File: src/hdl/escape_sequence_boundary_tracker_defines.svh
// Assertion macros for the escape sequence boundary tracker.
`ifndef ESCAPE_SEQUENCE_BOUNDARY_TRACKER_DEFINES_SVH
`define ESCAPE_SEQUENCE_BOUNDARY_TRACKER_DEFINES_SVH
`ifndef SYNTHESIS
`define ESBT_ASSERT(label, prop, msg) \
    label: assert property (@(posedge i_clk) disable iff (!i_rst_n) prop) else $error(msg);
`define ESBT_ASSERT_RST(label, prop, msg) \
    label: assert property (@(posedge i_clk) prop) else $error(msg);
`else
`define ESBT_ASSERT(label, prop, msg)
`define ESBT_ASSERT_RST(label, prop, msg)
`endif
`endif

File: src/hdl/esbt_pkg.sv
// Shared constants, types and sequence tables for the boundary tracker.
package esbt_pkg;

    localparam int OUT_W              = 48;
    localparam int POSITION_WIDTH_DEF = 48;

    localparam logic [7:0] ESC_BYTE       = 8'h1b;
    localparam logic [7:0] BACKSLASH_BYTE = 8'h5c;

    // last index of each matched sequence
    localparam logic [1:0] OPEN_LAST = 2'd2;
    localparam logic [2:0] SYNC_LAST = 3'd7;

    typedef struct packed {
        logic [OUT_W-1:0] position;
        logic             inside_graphics;
        logic             graphics_closed_here;
        logic             sync_closed_here;
        logic             render_boundary;
        logic [OUT_W-1:0] last_graphics_end;
        logic [OUT_W-1:0] latest_sync_end;
    } t_result;

    // ESC _ G
    function automatic logic [7:0] open_byte(input logic [1:0] idx);
        logic [7:0] v;
        case (idx)
            2'd0:    v = ESC_BYTE;
            2'd1:    v = 8'h5f;
            2'd2:    v = 8'h47;
            default: v = 8'h00;
        endcase
        return v;
    endfunction

    // ESC [ ? 2 0 2 6 l
    function automatic logic [7:0] sync_byte(input logic [2:0] idx);
        logic [7:0] v;
        case (idx)
            3'd0:    v = ESC_BYTE;
            3'd1:    v = 8'h5b;
            3'd2:    v = 8'h3f;
            3'd3:    v = 8'h32;
            3'd4:    v = 8'h30;
            3'd5:    v = 8'h32;
            3'd6:    v = 8'h36;
            3'd7:    v = 8'h6c;
            default: v = 8'h00;
        endcase
        return v;
    endfunction

endpackage

File: src/hdl/esbt_scan.sv
// Byte counter, sequence matchers and end-position state.
module esbt_scan #(
    parameter int POSITION_WIDTH = esbt_pkg::POSITION_WIDTH_DEF
) (
    input  logic             i_clk,
    input  logic             i_rst_n,
    input  logic             i_en,
    input  logic [7:0]       i_byte,
    output esbt_pkg::t_result o_res
);
    import esbt_pkg::*;

    logic [POSITION_WIDTH-1:0] r_bytes, n_bytes;
    logic [POSITION_WIDTH-1:0] r_gend, n_gend;
    logic [POSITION_WIDTH-1:0] r_send, n_send;
    logic [1:0]                r_gm, n_gm;
    logic [2:0]                r_sm, n_sm;
    logic                      r_in_gfx, n_in_gfx;
    logic                      r_esc, n_esc;
    logic                      w_gclosed, w_sclosed, w_is_esc;

    always_comb begin
        w_is_esc  = (i_byte == ESC_BYTE);
        n_bytes   = (&r_bytes) ? r_bytes : r_bytes + 1'b1;
        n_gend    = r_gend;
        n_send    = r_send;
        n_gm      = r_gm;
        n_sm      = r_sm;
        n_in_gfx  = r_in_gfx;
        n_esc     = r_esc;
        w_gclosed = 1'b0;
        w_sclosed = 1'b0;

        if (r_in_gfx) begin
            if (r_esc && i_byte == BACKSLASH_BYTE) begin
                n_in_gfx  = 1'b0;
                n_esc     = 1'b0;
                n_gend    = n_bytes;
                w_gclosed = 1'b1;
            end else begin
                n_esc = w_is_esc;
            end
        end else if (r_gm <= OPEN_LAST && i_byte == open_byte(r_gm)) begin
            if (r_gm == OPEN_LAST) begin
                n_in_gfx = 1'b1;
                n_esc    = 1'b0;
                n_gm     = 2'd0;
            end else begin
                n_gm = r_gm + 2'd1;
            end
        end else begin
            n_gm = {1'b0, w_is_esc};
        end

        if (i_byte == sync_byte(r_sm)) begin
            if (r_sm == SYNC_LAST) begin
                n_send    = n_bytes;
                n_sm      = 3'd0;
                w_sclosed = 1'b1;
            end else begin
                n_sm = r_sm + 3'd1;
            end
        end else begin
            n_sm = {2'b00, w_is_esc};
        end

        o_res.position             = OUT_W'(n_bytes);
        o_res.inside_graphics      = n_in_gfx;
        o_res.graphics_closed_here = w_gclosed;
        o_res.sync_closed_here     = w_sclosed;
        o_res.render_boundary      = (n_gend != '0) && (n_send > n_gend);
        o_res.last_graphics_end    = OUT_W'(n_gend);
        o_res.latest_sync_end      = OUT_W'(n_send);
    end

    always_ff @(posedge i_clk) begin
        if (!i_rst_n) begin
            r_bytes  <= '0;
            r_gend   <= '0;
            r_send   <= '0;
            r_gm     <= '0;
            r_sm     <= '0;
            r_in_gfx <= 1'b0;
            r_esc    <= 1'b0;
        end else if (i_en) begin
            r_bytes  <= n_bytes;
            r_gend   <= n_gend;
            r_send   <= n_send;
            r_gm     <= n_gm;
            r_sm     <= n_sm;
            r_in_gfx <= n_in_gfx;
            r_esc    <= n_esc;
        end
    end

endmodule

File: src/hdl/escape_sequence_boundary_tracker.sv
// Top level of the escape sequence boundary tracker: input and result registers.
//
//  channel | direction | handshake          | payload
//  --------+-----------+--------------------+------------------------------------
//  input   | in        | i_valid / o_stall  | i_stream_byte
//  result  | out       | o_valid / i_stall  | o_position ... o_latest_sync_end
//
// One beat per cycle unless the result stalls; an accepted byte moves on to the
// result register, the scan state updating as it leaves the input register.
// Reset clears the counter, matchers and end positions at once; no clearing pass.
// A stalled result holds while the input register still takes one more byte;
// o_stall rises only when both registers are full and the result is stalled.
module escape_sequence_boundary_tracker #(
    parameter int POSITION_WIDTH = esbt_pkg::POSITION_WIDTH_DEF
) (
    input  logic                       i_clk,
    input  logic                       i_rst_n,
    input  logic                       i_valid,
    output logic                       o_stall,
    input  logic [7:0]                 i_stream_byte,
    output logic                       o_valid,
    input  logic                       i_stall,
    output logic [esbt_pkg::OUT_W-1:0] o_position,
    output logic                       o_inside_graphics,
    output logic                       o_graphics_closed_here,
    output logic                       o_sync_closed_here,
    output logic                       o_render_boundary,
    output logic [esbt_pkg::OUT_W-1:0] o_last_graphics_end,
    output logic [esbt_pkg::OUT_W-1:0] o_latest_sync_end
);
    import esbt_pkg::*;

    `include "escape_sequence_boundary_tracker_defines.svh"

    logic       r_in_valid, n_in_valid;
    logic [7:0] r_in_byte;
    logic       r_out_valid, n_out_valid;
    t_result    r_res, w_res;
    logic       w_adv, w_take;

    assign w_adv   = r_in_valid && (!r_out_valid || !i_stall);
    assign o_stall = r_in_valid && r_out_valid && i_stall;
    assign w_take  = i_valid && !o_stall;

    esbt_scan #(
        .POSITION_WIDTH(POSITION_WIDTH)
    ) u_scan (
        .i_clk  (i_clk),
        .i_rst_n(i_rst_n),
        .i_en   (w_adv),
        .i_byte (r_in_byte),
        .o_res  (w_res)
    );

    always_comb begin
        n_in_valid = r_in_valid;
        if (w_take) begin
            n_in_valid = 1'b1;
        end else if (w_adv) begin
            n_in_valid = 1'b0;
        end
        n_out_valid = r_out_valid;
        if (w_adv) begin
            n_out_valid = 1'b1;
        end else if (!i_stall) begin
            n_out_valid = 1'b0;
        end
    end

    always_ff @(posedge i_clk) begin
        if (!i_rst_n) begin
            r_in_valid  <= 1'b0;
            r_out_valid <= 1'b0;
        end else begin
            r_in_valid  <= n_in_valid;
            r_out_valid <= n_out_valid;
        end
    end

    always_ff @(posedge i_clk) begin
        if (w_take) begin
            r_in_byte <= i_stream_byte;
        end
        if (w_adv) begin
            r_res <= w_res;
        end
    end

    assign o_valid                = r_out_valid;
    assign o_position             = r_res.position;
    assign o_inside_graphics      = r_res.inside_graphics;
    assign o_graphics_closed_here = r_res.graphics_closed_here;
    assign o_sync_closed_here     = r_res.sync_closed_here;
    assign o_render_boundary      = r_res.render_boundary;
    assign o_last_graphics_end    = r_res.last_graphics_end;
    assign o_latest_sync_end      = r_res.latest_sync_end;

    `ESBT_ASSERT(a_in_hold, r_in_valid && !w_adv |=> r_in_valid && $stable(r_in_byte), "input beat lost while waiting")
    `ESBT_ASSERT(a_gfx_close, o_valid && o_graphics_closed_here |-> o_last_graphics_end == o_position && !o_inside_graphics, "graphics close not recorded at this position")
    `ESBT_ASSERT(a_sync_close, o_valid && o_sync_closed_here |-> o_latest_sync_end == o_position, "sync end not recorded at this position")
    `ESBT_ASSERT_RST(a_reset_idle, !$past(i_rst_n) |-> !o_valid && !o_stall, "handshake not idle after reset")

endmodule

File: config.mk
export PLATFORM = sky130hd
export DESIGN_NAME = escape_sequence_boundary_tracker
export DESIGN_NICKNAME = d
export VERILOG_FILES = /design/src/hdl/esbt_pkg.sv /design/src/hdl/esbt_scan.sv /design/src/hdl/escape_sequence_boundary_tracker.sv
export VERILOG_INCLUDE_DIRS = /design/src /design/src/hdl
export SDC_FILE = /design/constraint.sdc
export NUM_CORES = 1
export LEC_CHECK = 0
export ABC_AREA = 1
export BUFFER_PORTS_ARGS = -buffer_cell sky130_fd_sc_hd__buf_2
export CAP_MARGIN = 20
export CORE_MARGIN = 1.5
export CORE_UTILIZATION = 55
export CTS_BUF_LIST = sky130_fd_sc_hd__clkbuf_16
export CTS_CLUSTER_DIAMETER = 50
export CTS_CLUSTER_SIZE = 20
export DETAILED_ROUTE_END_ITERATION = 6
export GPL_ROUTABILITY_DRIVEN = 0
export HOLD_SLACK_MARGIN = 0.08
export PLACE_DENSITY = 0.75
export SYNTH_ARGS = -nofsm -noshare
export SYNTH_HDL_FRONTEND = slang
export SYNTH_SLANG_ARGS = --single-unit
File: constraint.sdc
create_clock -name i_clk -period 6.6 [get_ports i_clk]
set_clock_uncertainty 0.05 [all_clocks]
set_input_delay 0.33 -clock i_clk [delete_from_list [all_inputs] [get_ports i_clk]]
set_output_delay 0.33 -clock i_clk [all_outputs]
set_load 0.03 [all_outputs]
==> impl_metrics.yaml, run 1 <==
global_routing:
  grt_max_degree: 234
  grt_usage_pct: 26.3
  grt.overflow.total: 0
  grt_pass1_wl_um: 59800
  antenna_found_initial: 0
  grt_pass1_vias: 11714
sta:
  tightest_slew_ps: 1260
  rsz0062_at_grt: "false"
  period_share_pct: 71.7
  fin_crit_ps: 4730
  max_freq_ghz: 0.211
  finalSetupTns_ps: 0
  hold_viol: 0
  report.final.slew_viol_count: 0
  slew-limit-headroom_pct: 15.7
  finalSetupViolCount: 0
drt:
  viasPerCell: 5.56
  first_iter_violations: 1287
  route.antenna.remaining_nets: 0
  first_pass_iters: 5
  route.detailed.drc: 0
  routed_wirelength_um: 37900
  routed-via-count: 12690
  routedWlPerCell_um: 16.6
finish:
  fin_cells: 2284
  fin_nets: 1989
  synthToLayoutAreaGrowth_pct: 14.1
  diodes: 0
  fin_area_um2: 17200
  drive_gt1_share_pct: 15.2
yosys:
  ys_warn_count: 0
  yosysSeqAreaShare_pct: 52.2
  synth_nets: 1850
  syn_inst: 1780
  syn_area_per_cell_um2: 8.49
  synth_area_um2: 15100
  ys_seq_elements: 316
  synth_cell_types: 46
clocking:
  cts_buffers: 30
  worst_skew_pair.late_latency_ps: 560
  htree_levels: 1
  clock-root-buffer: "clkbuf_16"
  post_cts_buffers: 0
  cts_hold_buf: 10
  clock_sinks: 316
  clk_pin_slew_ps: 70
  cts_tree: "done"
  cts.path.max_buffers: 3
  cts_resized: 0
power_and_ir_drop:
  power_leakage_nw: 8.07
  cellPowerDensity_nw_per_um2: 271
  total_power_w: 0.00467
  vdd_drop_max_v: 0.000195
critical_path:
  crit_family: "compound AO/OA/AOI/OAI gates"
  criticalPathCategory: "flip-flop to flip-flop"
  startpoint_type: "flip-flop"
  crit_fanout: 80
  critPathMostFrequentCell: "ha_1"
  crit_buf_inv: 2
  cpPeakStageDelay_ps: 690
  critPathCaptureType: "flip-flop"
  critPathArrivalTime_ps: 5000
  worstPathCellList: "ha_1 > inv_2 > nor2_4 > nand2_4 > nor2_8 > nand3_4 > o21ai_2 > a21boi_1 > ha_1 > inv_1 > o21bai_1 > a221oi_1 > nor2_1 > o21ai_0 > o2111ai_1 > a21oi_1 > a21oi_2"
  crit_slowest_cell: "nand3_4"
  cp.required_ps: 6870
floorplan:
  fp-row-count: 60
  start_util_pct: 56.1
  ioPinCount: 162
  design.core.area_um2: 27000
  die_area_um2: 28500
  die_x_um: 169
  die_y_um: 169
place:
  dp_hpwl_um: 25700
  placed_area_um2: 16100
  dp_cells: 2218
  io_buffers: 161
run:
  cap_violations: 0
min_path:
  hold_class: "input pin to flip-flop"
status:
  status: "finished clean"
-- flip-flops by register name, summed over array words and instances (netlist names), 3 cells and up, named ones only --
register and cells:
o_last_graphics_end 48, o_latest_sync_end 48, o_position 48, r_in_byte 8, u_scan.r_bytes 48, u_scan.r_gend 48, u_scan.r_send 48, u_scan.r_sm 3
-- synth_stat cells, drive strengths merged --
| cell type | n | area (um^2) |
|---|---|---|
| a2111oi | 1 | 8.76 |
| a211oi | 11 | 82.6 |
| a21boi | 1 | 7.51 |
| a21oi | 119 | 599 |
| a221oi | 1 | 8.76 |
| a31oi | 18 | 113 |
| a32o | 1 | 10.0 |
| and3 | 1 | 6.26 |
| buf | 22 | 150 |
| clkbuf | 53 | 199 |
| clkinv | 1 | 3.75 |
| dfxtp | 160 | 3200 |
| edfxtp | 156 | 4680 |
| ha | 58 | 726 |
| inv | 240 | 901 |
| nand2 | 356 | 1350 |
| nand3 | 81 | 438 |
| nand3b | 3 | 22.5 |
| nand4 | 30 | 203 |
| nor2 | 175 | 698 |
| nor3 | 9 | 45.0 |
| nor4 | 3 | 18.8 |
| o2111ai | 2 | 17.5 |
| o211ai | 4 | 30.0 |
| o21a | 3 | 22.5 |
| o21ai | 202 | 1050 |
| o21bai | 2 | 15.0 |
| o311ai | 1 | 8.76 |
| or2 | 36 | 225 |
| xnor2 | 7 | 61.3 |
| xor2 | 23 | 201 |
-- cells by family (layout without fill, tap and decap cells) --
group           after synthesis  after routing  share of synthesized area, %
fa+ha+maj                    58             58                          4.80
buf+inv                     316            479                          8.30
simple gates                694            694                          19.9
xor+xnor                     30             30                          1.74
flops                       316            316                          52.2
compound gates              366            366                          13.1
-- cell type report --
class | instances | area (um^2)
clock buffer | 33 | 826
clock inverter | 23 | 213
fill | 2225 | 9720
inverter | 241 | 906
multi-input combinational | 1148 | 5980
sequential | 316 | 7890
tap | 341 | 427
timing repair buffer | 182 | 1000
-- final timing paths --
check                       to  slack, ps  depth (start not counted)         startpoint
max          o_render_boundary       1870                         17  u_scan.r_bytes[0]
min               r_in_byte[2]        440                          2   i_stream_byte[2]
max reg2reg  o_render_boundary       1870                         17  u_scan.r_bytes[0]
min reg2reg   u_scan.r_gend[1]        450                          2   u_scan.r_gend[1]
-- layer usage --
| metal | up-vias | wire length [um] | GRT usage, % |
|---|---|---|---|
| li1 | 6173 | - | - |
| met1 | 5939 | 16200 | 35.3 |
| met2 | 493 | 17900 | 43.5 |
| met3 | 85 | 2740 | 4.04 |
| met4 | 0 | 1130 | 9.12 |
| met5 | - | 0 | 0 |
-- report_power, final --
part           switching, W  internal (W)  total (W)
Sequential        0.0000614       0.00219    0.00225
Clock              0.000801       0.00100    0.00180
Combinational      0.000428      0.000185   0.000613
-- placed cells by master, fill, tap and decap left out, drive strengths merged, types with 23 or more instances in the layout --
cell,n
a21oi,119
buf,172
clkbuf,33
dfxtp,160
edfxtp,156
ha,58
inv,253
nand2,356
nand3,81
nand4,30
nor2,175
o21ai,202
or2,36
xor2,23
-- metrics by stage --
| stage | hold WS (ps) | utilization (%) | setup slack, ps |
|---|---|---|---|
| detailed placement | 440 | 59.7 | 1930 |
| global placement | 431 | 59.7 | 2140 |
| CTS | 408 | 64.0 | 1910 |
| floorplan | 379 | - | 758 |
| finish | 438 | 64.0 | 1870 |
| global route | 428 | 64.0 | 1580 |
No activity file was read; power rests on OpenSTA's default activity.
==> inputs of run 2 (changes only) <==
clock period = 4.45 ns   (was 6.6 ns; I/O delays follow)
==> run 2 against run 1 <==
The flow now finishes with violations (DRC); critical path type unchanged; routed wire length grew 1.6%; final cell count increased by 0.18%; largest cell class unchanged; highest routed layer unchanged; critical path depth is 3 higher.
==> impl_metrics.yaml, run 2 (synthesis gave the netlist of run 1 again) <==
sta:
  finalSetupTns_ps: 0
  tightest_slew_ps: 1010
  finalSetupViolCount: 0
  slew-limit-headroom_pct: 32.7
  max_freq_ghz: 0.247
  rsz0062_at_grt: "false"
  report.final.slew_viol_count: 0
  fin_crit_ps: 4050
  holdWs_ps: 168
  period_share_pct: 91.0
  hold_viol: 0
finish:
  n_fill_cell: 2231
  multi_input_area_um2: 5980
  drive_gt1_share_pct: 15.8
  diodes: 0
  fin_nets: 1995
  final_cell_mix: "352 x nand2_1, 231 x inv_1, 165 x nor2_1, 162 x o21ai_0, 161 x buf_2"
  fin_cells: 2288
  final_util_pct: 64.1
  fin_area_um2: 17300
  regArea_um2: 7890
  synthToLayoutAreaGrowth_pct: 14.3
  layout_commonest_cell: "nand2_1"
drt:
  first_iter_violations: 1192
  viasPerCell: 5.58
  routedWlPerCell_um: 16.9
  route.detailed.drc: 7
  routed_wirelength_um: 38600
  first_pass_iters: 7
  routed-via-count: 12760
  route.antenna.remaining_nets: 0
run:
  cap_violations: 0
status:
  violations: "DRC"
  status: "finished, violations left"
floorplan:
  ioPinCount: 162
  design.core.area_um2: 27000
  die_area_um2: 28500
  die_x_um: 169
  start_util_pct: 56.1
  fp-row-count: 60
  die_y_um: 169
clocking:
  cts_buffers: 28
  cts_tree: "done"
  cts_resized: 0
  cts.path.max_buffers: 3
  htree_levels: 1
  clock-root-buffer: "clkbuf_16"
  clock_sinks: 316
  clk_pin_slew_ps: 80
  worst_skew_pair.late_latency_ps: 570
global_routing:
  top_usage_layer: "met2"
  grt_pass1_wl_um: 61100
  grt_use_met1_pct: 36.1
  grt.overflow.total: 0
  use_met3_pct: 4.12
  grt_max_degree: 100
  met2_usage_pct: 44.6
  antenna_found_initial: 0
  grt_pass1_vias: 11922
  grt_usage_pct: 26.9
critical_path:
  criticalPathCategory: "flip-flop to flip-flop"
  crit_fanout: 56
  crit_family: "simple AND/OR/NAND/NOR gates"
  crit_slowest_cell: "dfxtp_1"
  worstPathCellList: "ha_1 > inv_2 > nor2_4 > nand2_4 > nor2_8 > nand3_4 > buf_12 > nand3_1 > o21ai_1 > ha_1 > nand2_1 > nor2_1 > a211oi_1 > nor2_1 > o21ai_0 > nand3_1 > nand2_1 > o2111ai_1 > a21oi_1 > a21oi_2"
  critPathCaptureType: "flip-flop"
  reg2reg_setup_slack_ps: 400
  cpPeakStageDelay_ps: 490
  startpoint_type: "flip-flop"
  cp.required_ps: 4740
  crit_buf_inv: 2
  critPathArrivalTime_ps: 4340
power_and_ir_drop:
  power_leakage_nw: 8.06
  cellPowerDensity_nw_per_um2: 394
  p_int_w: 0.00486
  p_sw_w: 0.00195
  vdd_drop_max_v: 0.000378
  power_frac_comb_pct: 13.5
  clkPwrFrac_pct: 37.5
  p_sw_share_pct: 28.7
  seqPwrFrac_pct: 49.0
place:
  placed_area_um2: 16200
  io_buffers: 161
  dp_hpwl_um: 26700
  dp_cells: 2225
min_path:
  hold_class: "input pin to flip-flop"
## run 2: final timing paths
check | startpoint | endpoint | cells after the start
min | i_rst_n | u_scan.r_send[21] | 3
min reg2reg | u_scan.r_gend[19] | u_scan.r_gend[19] | 2
max | u_scan.r_bytes[0] | o_render_boundary | 20
max reg2reg | u_scan.r_bytes[0] | o_render_boundary | 20
## run 2: power groups by stage
stage	clock [W]	combinational [W]	sequential, W
after floorplan	0	0.000509	0.00353
after global placement	0	0.000875	0.00339
after detailed placement	0	0.000896	0.00340
after CTS	0.00259	0.000911	0.00334
after global routing	0.00270	0.00102	0.00335
final	0.00256	0.000918	0.00334
## run 2: timing repair
action	CTS	global route
hold buffers	11	0
hold endpoints to repair	10	0
setup buffers	0	0
## run 2: worst min-delay path: stages
cell,delay [ps]
buf_2,300
o21ai_0,160
a31oi_1,50
## run 2: routing by layer
layer	wire length, um	vias up
met5	0	-
met4	1090	0
met3	2550	92
met2	18400	498
met1	16500	5979
li1	-	6191
## run 2: through the flow
step / total power, W / setup WS [ps]
3_3_place_gp: 0.00427 / 665
5_1_grt: 0.00707 / 146
4_1_cts: 0.00684 / 462
3_5_place_dp: 0.00430 / 536
6_report: 0.00681 / 401
2_1_floorplan: 0.00404 / 926
## run 2: cell type report
class / count / area share, %
inverters: 241 / 5.25
clock inverters: 24 / 1.63
well taps: 341 / 2.47
clock buffers: 28 / 4.06
flip-flops and latches: 316 / 45.7
repair buffers: 190 / 6.30
multi-input cells: 1148 / 34.6
